## src/rtl/bso_pkg.sv

```systemverilog
// Shared types for the data-processing operand shifter: channel payloads,
// the decoded control word and its small code sets. No dependencies.
`timescale 1ns / 1ps

package bso_pkg;

  localparam int unsigned DATA_W = 32;
  localparam int unsigned ROT_W  = 5;

  // Shift type codes from operand bits [6:5].
  localparam logic [1:0] SHIFT_LSL = 2'd0;
  localparam logic [1:0] SHIFT_LSR = 2'd1;
  localparam logic [1:0] SHIFT_ASR = 2'd2;
  localparam logic [1:0] SHIFT_ROR = 2'd3;

  typedef struct packed {
    logic        immediate_form;
    logic [11:0] operand_bits;
    logic [31:0] rm_value;
    logic [7:0]  rs_low_byte;
    logic        carry_in;
    logic        set_flags;
  } in_item_t;

  typedef struct packed {
    logic [31:0] operand_value;
    logic        carry_out;
  } out_item_t;

  // Which bits of the rotated value survive; the rest take the fill.
  typedef enum logic [1:0] {
    MASK_ALL,
    MASK_NONE,
    MASK_LOW,
    MASK_HIGH
  } mask_kind_t;

  // Where the shifter carry comes from.
  typedef enum logic [1:0] {
    CY_CIN,
    CY_ZERO,
    CY_ROT_LSB,
    CY_ROT_MSB
  } cy_sel_t;

  typedef struct packed {
    logic [DATA_W-1:0] src;
    logic [ROT_W-1:0]  rot;
    mask_kind_t        mask_kind;
    logic [ROT_W-1:0]  mask_amt;
    logic              fill_sign;
    logic              rrx;
    cy_sel_t           cy_sel;
    logic              carry_in;
    logic              set_flags;
  } dec_t;

endpackage

```

## src/rtl/bso_decode.sv

```systemverilog
// Operand decode: turns an operand encoding into a right-rotate amount, a
// keep mask, a fill rule and a carry source. Uses bso_pkg.
`timescale 1ns / 1ps

module bso_decode (
  input  bso_pkg::in_item_t item,
  output bso_pkg::dec_t     dec
);

  logic [1:0] shift_type;
  logic       by_reg;
  logic [4:0] sh_imm;
  logic [7:0] amt;
  logic [4:0] amt_lo;

  assign shift_type = item.operand_bits[6:5];
  assign by_reg     = item.operand_bits[4];
  assign sh_imm     = item.operand_bits[11:7];
  assign amt_lo     = amt[4:0];

  // An immediate LSR or ASR by zero encodes a shift by 32.
  always_comb begin
    if (by_reg) begin
      amt = item.rs_low_byte;
    end else if (sh_imm == 5'd0 &&
                 (shift_type == bso_pkg::SHIFT_LSR || shift_type == bso_pkg::SHIFT_ASR)) begin
      amt = 8'd32;
    end else begin
      amt = {3'b000, sh_imm};
    end
  end

  always_comb begin
    dec.src       = item.rm_value;
    dec.rot       = '0;
    dec.mask_kind = bso_pkg::MASK_ALL;
    dec.mask_amt  = '0;
    dec.fill_sign = 1'b0;
    dec.rrx       = 1'b0;
    dec.cy_sel    = bso_pkg::CY_CIN;
    dec.carry_in  = item.carry_in;
    dec.set_flags = item.set_flags;

    if (item.immediate_form) begin
      dec.src = {24'd0, item.operand_bits[7:0]};
      dec.rot = {item.operand_bits[11:8], 1'b0};
      if (item.operand_bits[11:8] != 4'd0) begin
        dec.cy_sel = bso_pkg::CY_ROT_MSB;
      end
    end else if (amt == 8'd0) begin
      // Immediate ROR by zero is RRX; every other zero amount passes through.
      if (!by_reg && shift_type == bso_pkg::SHIFT_ROR) begin
        dec.rot    = 5'd1;
        dec.rrx    = 1'b1;
        dec.cy_sel = bso_pkg::CY_ROT_MSB;
      end
    end else begin
      case (shift_type)
        bso_pkg::SHIFT_LSL: begin
          if (amt < 8'd32) begin
            // A left shift by n is a right rotate by 32 - n with the low bits cleared.
            dec.rot       = 5'd0 - amt_lo;
            dec.mask_kind = bso_pkg::MASK_HIGH;
            dec.mask_amt  = amt_lo;
            dec.cy_sel    = bso_pkg::CY_ROT_LSB;
          end else begin
            dec.mask_kind = bso_pkg::MASK_NONE;
            dec.cy_sel    = (amt == 8'd32) ? bso_pkg::CY_ROT_LSB : bso_pkg::CY_ZERO;
          end
        end
        bso_pkg::SHIFT_LSR: begin
          if (amt < 8'd32) begin
            dec.rot       = amt_lo;
            dec.mask_kind = bso_pkg::MASK_LOW;
            dec.mask_amt  = amt_lo;
            dec.cy_sel    = bso_pkg::CY_ROT_MSB;
          end else begin
            dec.mask_kind = bso_pkg::MASK_NONE;
            dec.cy_sel    = (amt == 8'd32) ? bso_pkg::CY_ROT_MSB : bso_pkg::CY_ZERO;
          end
        end
        bso_pkg::SHIFT_ASR: begin
          dec.fill_sign = 1'b1;
          dec.cy_sel    = bso_pkg::CY_ROT_MSB;
          if (amt < 8'd32) begin
            dec.rot       = amt_lo;
            dec.mask_kind = bso_pkg::MASK_LOW;
            dec.mask_amt  = amt_lo;
          end else begin
            dec.mask_kind = bso_pkg::MASK_NONE;
          end
        end
        default: begin
          // A multiple of 32 rotates by zero, and the carry is then bit 31.
          dec.rot    = amt_lo;
          dec.cy_sel = bso_pkg::CY_ROT_MSB;
        end
      endcase
    end
  end

endmodule

```

## src/rtl/barrel_shifter_operand_top.sv

```systemverilog
// Top level of the data-processing operand shifter: three register stages
// (decode, rotate and mask, merge and carry). Uses bso_pkg and bso_decode.
`timescale 1ns / 1ps

// Each transfer in produces exactly one transfer out, once it has passed the
// stage 1, stage 2 and output registers. A new item is taken every clock cycle
// while in_stall is low; the three stages hold one item each (decode, barrel
// rotate with mask build, final merge and carry select), and a stall at the
// output backs up only as far as the first stage that has an empty slot.
module barrel_shifter_operand_top (
  input  logic                 clk,
  input  logic                 rst_n,
  input  logic                 in_valid,
  output logic                 in_stall,
  input  bso_pkg::in_item_t    in_data,
  output logic                 out_valid,
  input  logic                 out_stall,
  output bso_pkg::out_item_t   out_data
);

  bso_pkg::dec_t dec_nxt;
  bso_pkg::dec_t s1_r;
  logic          s1_valid_r;

  logic [31:0]         s2_rot_r;
  logic [31:0]         s2_mask_r;
  logic                s2_fill_r;
  logic                s2_rrx_r;
  bso_pkg::cy_sel_t    s2_cy_sel_r;
  logic                s2_cin_r;
  logic                s2_sf_r;
  logic                s2_valid_r;

  logic [31:0]         rot_nxt;
  logic [31:0]         mask_nxt;

  bso_pkg::out_item_t  out_r;
  bso_pkg::out_item_t  out_nxt;
  logic                out_valid_r;

  logic                en3;
  logic                en2;
  logic                en1;

  logic [31:0]         merged;
  logic                shifter_cy;

  // A stage loads when it is empty or its contents move on this cycle.
  assign en3 = !out_valid_r || !out_stall;
  assign en2 = !s2_valid_r || en3;
  assign en1 = !s1_valid_r || en2;
  assign in_stall = !en1;

  bso_decode u_decode (
    .item (in_data),
    .dec  (dec_nxt)
  );

  // Stage 1: decoded control word.
  always_ff @(posedge clk) begin
    if (!rst_n) begin
      s1_valid_r <= 1'b0;
    end else if (en1) begin
      s1_valid_r <= in_valid;
    end
    if (en1 && in_valid) begin
      s1_r <= dec_nxt;
    end
  end

  // Stage 2: barrel rotate and keep mask.
  always_comb begin
    rot_nxt = (s1_r.src >> s1_r.rot) | (s1_r.src << (6'd32 - {1'b0, s1_r.rot}));
    case (s1_r.mask_kind)
      bso_pkg::MASK_ALL:  mask_nxt = 32'hFFFF_FFFF;
      bso_pkg::MASK_NONE: mask_nxt = 32'h0000_0000;
      bso_pkg::MASK_LOW:  mask_nxt = 32'hFFFF_FFFF >> s1_r.mask_amt;
      bso_pkg::MASK_HIGH: mask_nxt = 32'hFFFF_FFFF << s1_r.mask_amt;
      default:            mask_nxt = 32'hFFFF_FFFF;
    endcase
  end

  always_ff @(posedge clk) begin
    if (!rst_n) begin
      s2_valid_r <= 1'b0;
    end else if (en2) begin
      s2_valid_r <= s1_valid_r;
    end
    if (en2 && s1_valid_r) begin
      s2_rot_r    <= rot_nxt;
      s2_mask_r   <= mask_nxt;
      s2_fill_r   <= s1_r.fill_sign & s1_r.src[31];
      s2_rrx_r    <= s1_r.rrx;
      s2_cy_sel_r <= s1_r.cy_sel;
      s2_cin_r    <= s1_r.carry_in;
      s2_sf_r     <= s1_r.set_flags;
    end
  end

  // Stage 3: merge with the fill, insert the RRX carry, pick the carry.
  always_comb begin
    merged = (s2_rot_r & s2_mask_r) | ({32{s2_fill_r}} & ~s2_mask_r);
    if (s2_rrx_r) begin
      merged[31] = s2_cin_r;
    end
    case (s2_cy_sel_r)
      bso_pkg::CY_CIN:     shifter_cy = s2_cin_r;
      bso_pkg::CY_ZERO:    shifter_cy = 1'b0;
      bso_pkg::CY_ROT_LSB: shifter_cy = s2_rot_r[0];
      bso_pkg::CY_ROT_MSB: shifter_cy = s2_rot_r[31];
      default:             shifter_cy = s2_cin_r;
    endcase
    out_nxt.operand_value = merged;
    out_nxt.carry_out     = s2_sf_r ? shifter_cy : s2_cin_r;
  end

  always_ff @(posedge clk) begin
    if (!rst_n) begin
      out_valid_r <= 1'b0;
    end else if (en3) begin
      out_valid_r <= s2_valid_r;
    end
    if (en3 && s2_valid_r) begin
      out_r <= out_nxt;
    end
  end

  assign out_valid = out_valid_r;
  assign out_data  = out_r;

endmodule
```

## config.mk

```make
export PLATFORM = sky130hd
export DESIGN_NAME = barrel_shifter_operand_top
export DESIGN_NICKNAME = d
export VERILOG_FILES = /design/src/rtl/bso_pkg.sv /design/src/rtl/bso_decode.sv /design/src/rtl/barrel_shifter_operand_top.sv
export SDC_FILE = /design/constraint.sdc
export NUM_CORES = 1
export LEC_CHECK = 0
export ABC_AREA = 1
export BUFFER_PORTS_ARGS = -buffer_cell sky130_fd_sc_hd__buf_2
export CAP_MARGIN = 20
export CORE_ASPECT_RATIO = 0.5
export CORE_UTILIZATION = 35
export CTS_CLUSTER_DIAMETER = 30
export DETAILED_ROUTE_END_ITERATION = 7
export SLEW_MARGIN = 20
export SYNTH_ARGS = -nofsm -noshare
export SYNTH_HDL_FRONTEND = slang
export SYNTH_HIERARCHICAL = 1
export SYNTH_SLANG_ARGS = --single-unit
```

## constraint.sdc

```tcl
create_clock -name clk -period 3.5 [get_ports clk]
set_input_delay 0.875 -clock clk [delete_from_list [all_inputs] [get_ports clk]]
set_output_delay 0.875 -clock clk [all_outputs]
set_load 0.02 [all_outputs]
```

==> results of run 1 <==
## cells in the final DEF, fill, tap and decap left out, types with 2 or more instances in the layout
master and instances:
buf_12 2, buf_4 19, o21ai_4 2, nor3_1 4, o211ai_1 8, clkinvlp_4 2, dfxtp_1 3, o221ai_1 6
buf_2 93, nand2_1 251, edfxtp_1 153, nor2_2 8, o21ai_1 5, a21oi_1 14, nor2_4 7, inv_2 5
nand2_4 3, inv_6 3, nand3_4 3, clkinv_2 3, nand3_1 434, clkbuf_16 17, nand4_1 4, inv_4 4
nor2_1 63, inv_8 4, nand2_2 6, o21ai_2 2, clkbuf_8 2, ha_1 6, o21ai_0 53, inv_1 76
## metal layers
metal / vias up / wire length [microns]
met1: 4328 / 16430
met3: 36 / 3266
met2: 496 / 13260
met5: - / 0
met4: 0 / 491
li1: 4350 / -
## kinds of logic (layout without fill, tap and decap cells)
kind of cell	Yosys count	after routing	synth area share, %
AOI/OAI and AO/OA	96	96	5.799
buffers and inverters	154	233	7.518
xor gates and xnor gates	2	2	0.2566
DFF	156	156	47.72
adders and majority gates	6	6	0.7697
and+or+nand+nor	787	787	37.93
## report_power, final
| part | total [mW] | switching (mW) | internal [mW] |
|---|---|---|---|
| Combinational | 1.29 | 0.914 | 0.372 |
| Sequential | 2.30 | 0.0851 | 2.22 |
| Clock | 1.85 | 0.817 | 1.03 |
## stage by stage
step | setup WS, ps | cells | utilization, % | total power, mW
2_1_floorplan | 538.1 | 1201 | - | 3.173
3_3_place_gp | 678.2 | 1622 | 39.02 | 3.599
6_report | 881.9 | 1654 | 41.18 | 5.441
5_1_grt | 692.9 | 1654 | 41.18 | 5.688
4_1_cts | 905.7 | 1654 | 41.18 | 5.450
3_5_place_dp | 688.1 | 1622 | 39.02 | 3.596
## area by class of cell
| class | instances | area (sq um) | area share (%) |
|---|---|---|---|
| inverter | 87 | 344.1 | 3.105 |
| tap | 374 | 467.9 | 4.223 |
| timing repair buffer | 114 | 648.1 | 5.849 |
| sequential | 156 | 4654 | 42.01 |
| clock inverter | 13 | 128.9 | 1.163 |
| clock buffer | 19 | 452.9 | 4.088 |
| multi-input combinational | 891 | 4384 | 39.57 |
## worst min path at each step
| stage | slack [ps] | to | cells after the start | start |
|---|---|---|---|---|
| 6_report | 420 | s2_cy_sel_r[1]$_DFFE_PP_ | 0 | s1_r[3]$_DFFE_PP_ |
| 2_1_floorplan | 400 | s2_cin_r$_DFFE_PP_ | 0 | s1_r[1]$_DFFE_PP_ |
| 3_3_place_gp | 400 | s2_cy_sel_r[1]$_DFFE_PP_ | 0 | s1_r[3]$_DFFE_PP_ |
| 3_5_place_dp | 410 | s2_cy_sel_r[1]$_DFFE_PP_ | 0 | s1_r[3]$_DFFE_PP_ |
| 5_1_grt | 440 | s2_cy_sel_r[1]$_DFFE_PP_ | 0 | s1_r[3]$_DFFE_PP_ |
| 4_1_cts | 430 | s2_cy_sel_r[1]$_DFFE_PP_ | 0 | s1_r[3]$_DFFE_PP_ |
## flip-flops by register name (all words and copies together) (netlist names)
name         cells
s1_valid_r       1
out_data        33
s2_fill_r        1
s2_rrx_r         1
s2_cin_r         1
s2_valid_r       1
s2_cy_sel_r      2
out_valid        1
s2_sf_r          1
s2_mask_r       32
s2_rot_r        32
s1_r            50
## critical path: stages (launching register included)
cell and delay (ps):
edfxtp_1 430, inv_4 320, ha_1 310, inv_1 180, buf_4 350, nand3_1 160, nand3_1 130, nand3_1 190
nand3_1 160, nand3_1 90
==> reports/metrics.csv, run 1 <==
stage;metric;value;unit
worst_setup_path;crit-path max FO;35;
placed_design;Post-DP Area;0.01050;sq mm
worst_setup_path;reg2reg start;s1_r[13]$_DFFE_PP_;
worst_setup_path;CP Capture Point;s2_rot_r[16]$_DFFE_PP_;
synth;area fraction of the dominant cell type after synthesis;47.11;%
flow_run;max-cap violations;0;
final_layout;# nets final;1332;
grt;first-pass GRT wire length;51310;microns
cts;Resize count post-CTS;0;
timing;setup_tns;0;ps
timing;RSZ-0062 raised after global routing;no;
worst_setup_path;CP Launch Point;s1_r[13]$_DFFE_PP_;
synth;register area share after synthesis;47.72;%
grt;antenna violations before repair;1;
synth;most frequent cells after synthesis;nand3_1, nand2_1, edfxtp_1;
floorplan;Die Width;238.1;microns
routing;Total Wirelength;33450;microns
final_layout;layout cell share with drive strength beyond 1;15.00;%
timing;Final Hold Fails;0;
timing;Setup-failing EPs final;0;
cts;# hold bufs at CTS;0;
timing;slew of the pin with the lowest slew margin;926.8;ps
floorplan;Die Ht;120.0;microns
power;Max rail drop VDD;374.9;uV
synth;Post-Syn Area;0.009753;sq mm
routing;DRT iter0 DRCs;1208;
floorplan;Initial Util;36.25;%
routing;drt pass-1 iters;6;
floorplan;Rows;42;
final_layout;design area;0.01108;sq mm
grt;largest net degree at the start of global routing;71;
timing;fmax;0.3820;GHz
routing;DR WL/cell;20.22;microns
synth;area leader, netlist;edfxtp_1;
timing;Min Hold Slack;421.9;ps
worst_setup_path;R2R setup slack;880;ps
synth;synth top area cells;edfxtp_1, nand3_1, nand2_1, inv_1, o21ai_0;
floorplan;full die area;0.02858;sq mm
cts;Clock Sinks;156;
routing;DRC Markers;0;
cts;worst skew pair latency;450;ps
worst_setup_path;Startpoint Class;flop;
worst_setup_path;worst r2r dst;s2_rot_r[16]$_DFFE_PP_;
synth;Syn Inst Count;1201;
floorplan;I/O Pins;94;
grt;gr usage total;24.18;%
cts;Num CTS Buffers;17;
cts;Clock Path Buffers;2;
timing;final worst-path cycle share;74.80;%
synth;Yosys warning count;6;
final_layout;fill count;2761;
worst_setup_path;Reg2Reg Depth;9;
timing;minimum clock period;2618;ps
worst_setup_path;type of the worst setup path;flop to flop;
worst_setup_path;Worst EP required;3690;ps
routing;Vias/cell;5.568;
cts;number of setup buffers added after CTS;0;
grt;met1 Use GR;37.66;%
cts;Clock Tree Root;clkbuf_16;
run_status;status;complete, no violations;
worst_setup_path;Arr. time, crit path;2810;ps
cts;CTS tree;built;
routing;via count;9210;
routing;final antenna-violating net count;0;
power;power per cell area;491.0;mW/mm^2
synth;share of flip-flops with an asynchronous set or reset;0;%
timing;clock skew;15.62;ps
grt;GR Overflow Total;0;
worst_setup_path;endpoint type of the worst setup path;flop;
grt;GRT met3 Usage;6.349;%
floorplan;core area;0.02691;sq mm
power;static leakage;4.614;nW
synth;Post-synth EDFFs;153;
grt;vias in the first global route;8413;
synth;Yosys reg bits;156;
synth;most numerous cell in the Yosys netlist;nand3_1;
final_layout;# diodes;0;
synth;syn nets;1266;
synth;Synth Flop Type;edfxtp_1;
grt;grt peak-use layer;met1;
grt;met2 usage;32.38;%
cts;CTS clk-pin slew, worst paths;70;ps
hold_path;hold crit path type;flop to flop;
synth;Avg Inst Size Synth;8.121;sq um
synth;Synth cell types;41;
placed_design;IO Port Bufs;93;
placed_design;GP Congestion;0.9921;
timing;Worst slew margin;38.14;%
final_layout;area delta synth->final;13.61;%
placed_design;DP HPWL;24780;microns
timing;Slew Limit Fails;0;
cts;H-tree depth;4;
Note: power is estimated with default switching activity, not from simulation.
==> run 2: changes to the inputs <==
- clock period: 3.5 -> 2.5 ns (I/O delays scaled with it)
==> run 2 against run 1 <==
  * Utilization grew 0.18 points
  * Register-to-register slack lost 660 ps
  * Setup slack lost 680 ps
  * Power grew 40%
  * Clock skew grew 0.84 ps
==> reports/metrics.csv, run 2 (same netlist as run 1, synthesis figures left out) <==
stage;metric;value;unit
run_status;status;complete, no violations;
worst_setup_path;reg2reg start;s1_r[13]$_DFFE_PP_;
final_layout;# nets final;1337;
hold_path;hold path depth;1;
worst_setup_path;Startpoint Class;primary input;
grt;antenna violations before repair;0;
final_layout;number of flip-flops in the largest register;50;
timing;minimum clock period;2294;ps
worst_setup_path;CP Launch Point;in_data[47];
worst_setup_path;Critical Path Most Common Cell;inv_1;
cts;# hold bufs at CTS;0;
final_layout;area delta synth->final;14.11;%
timing;Setup-failing EPs final;0;
grt;vias in the first global route;8249;
timing;slew of the pin with the lowest slew margin;796.5;ps
cts;Clock Tree Root;clkbuf_16;
final_layout;most common cell after layout, fill and taps aside;nand3_1;
timing;final setup margin;205.6;ps
routing;Vias/cell;5.564;
routing;via count;9230;
worst_setup_path;crit-path max FO;7;
worst_setup_path;crit-path cells;buf_2 -> inv_1 -> ha_1 -> inv_1 -> nor2_1 -> nand4_1 -> nand2_2 -> nor2_2 -> inv_2 -> o21ai_0;
cts;Resize count post-CTS;0;
power;Clock power frac;34.0;%
routing;DRC Markers;0;
grt;GR Overflow Total;0;
placed_design;DP HPWL;24730;microns
flow_run;max-cap violations;0;
worst_setup_path;R2R setup slack;220;ps
power;Pint;5.062;mW
grt;first-pass GRT wire length;49650;microns
worst_setup_path;largest stage delay on the critical path;630;ps
routing;DRT iter0 DRCs;1297;
timing;clock skew;16.47;ps
grt;gr usage total;23.35;%
final_layout;Most flops, register;s1_r;
placed_design;IO Port Bufs;93;
power;Comb pwr share;23.6;%
worst_setup_path;endpoint type of the worst setup path;flop;
timing;final worst-path cycle share;91.78;%
floorplan;Die Width;238.1;microns
cts;H-tree depth;4;
placed_design;DP Worst Slack;-89.34;ps
power;sequential power share;42.4;%
worst_setup_path;Arr. time, crit path;2440;ps
floorplan;Initial Util;36.25;%
timing;Min Hold Slack;367.1;ps
timing;Slew Limit Fails;0;
floorplan;full die area;0.02858;sq mm
power;Power, Total;7.623;mW
worst_setup_path;Reg2Reg Depth;7;
hold_path;hold_sp;in_data[1];
power;Max rail drop VDD;489.2;uV
floorplan;Rows;42;
cts;worst skew pair latency;450;ps
cts;Clock Sinks;156;
floorplan;I/O Pins;94;
cts;Num CTS Buffers;17;
routing;DR WL/cell;19.83;microns
worst_setup_path;type of the worst setup path;primary input to flop;
hold_path;hold crit path type;primary input to flop;
worst_setup_path;Worst EP required;2650;ps
cts;Clock Path Buffers;2;
power;static leakage;4.624;nW
grt;largest net degree at the start of global routing;71;
worst_setup_path;crit path max-delay cell type;o21ai_0;
cts;CTS clk-pin slew, worst paths;80;ps
cts;number of setup buffers added after CTS;0;
timing;RSZ-0062 raised after global routing;no;
timing;Worst slew margin;46.34;%
final_layout;layout cell share with drive strength beyond 1;15.18;%
final_layout;# diodes;0;
routing;final antenna-violating net count;0;
routing;Total Wirelength;32900;microns
power;NetSw;2.561;mW
cts;CTS tree;built;
timing;fmax;0.4358;GHz
placed_design;GP Congestion;0.9659;
final_layout;most frequent cells in the layout;nand3_1, nand2_1, edfxtp_1;
floorplan;core area;0.02691;sq mm
timing;setup_tns;0;ps
power;Sw Share;33.60;%
routing;drt pass-1 iters;6;
timing;Final Hold Fails;0;
power;power per cell area;684.9;mW/mm^2
floorplan;Die Ht;120.0;microns
[run 2: area by class of cell]
class | count | area [sq um]
Multi-Input combinational cell | 891 | 4384
Tap cell | 374 | 467.9
Sequential cell | 156 | 4654
Fill cell | 2759 | 15780
Timing Repair Buffer | 119 | 698.2
Clock inverter | 12 | 130.1
Clock buffer | 20 | 446.7
Inverter | 87 | 347.8
[run 2: metrics by stage]
stage | util [%] | area (sq um) | std cells
2_1_floorplan | - | 9768 | 1201
4_1_cts | 41.36 | 11130 | 1659
3_3_place_gp | 39.22 | 10550 | 1627
3_5_place_dp | 39.22 | 10550 | 1627
5_1_grt | 41.36 | 11130 | 1659
6_report | 41.36 | 11130 | 1659
[run 2: path summary, 6_finish.rpt]
check / end
max reg2reg: s2_rot_r[2]$_DFFE_PP_
min: s1_r[1]$_DFFE_PP_
min reg2reg: s2_sf_r$_DFFE_PP_
max: s1_r[13]$_DFFE_PP_
[run 2: worst max-delay path, delay by kind of cell]
family | cells | cell delay (ps)
simple gates | 4 | 470
compound gates | 1 | 630
fa+ha+maj | 1 | 290
buf+inv | 4 | 410
[run 2: per-layer routing]
metal | vias to the layer above | track usage [%] | share of wire (%) | wire length [microns]
li1 | 4356 | - | - | -
met1 | 4372 | 36.07 | 49 | 16120
met2 | 473 | 32.36 | 41 | 13540
met3 | 29 | 5.958 | 8.9 | 2943
met4 | 0 | 4.367 | 0.89 | 294
met5 | - | 0 | 0 | 0
[run 2: power by group through the flow]
| stage | Combinational, mW | Clock [mW] | Sequential, mW |
|---|---|---|---|
| after floorplan | 1.21 | 0 | 3.23 |
| after global placement | 1.77 | 0 | 3.28 |
| after detailed placement | 1.76 | 0 | 3.28 |
| after CTS | 1.77 | 2.66 | 3.23 |
| after global routing | 1.96 | 2.76 | 3.24 |
| final | 1.80 | 2.59 | 3.23 |
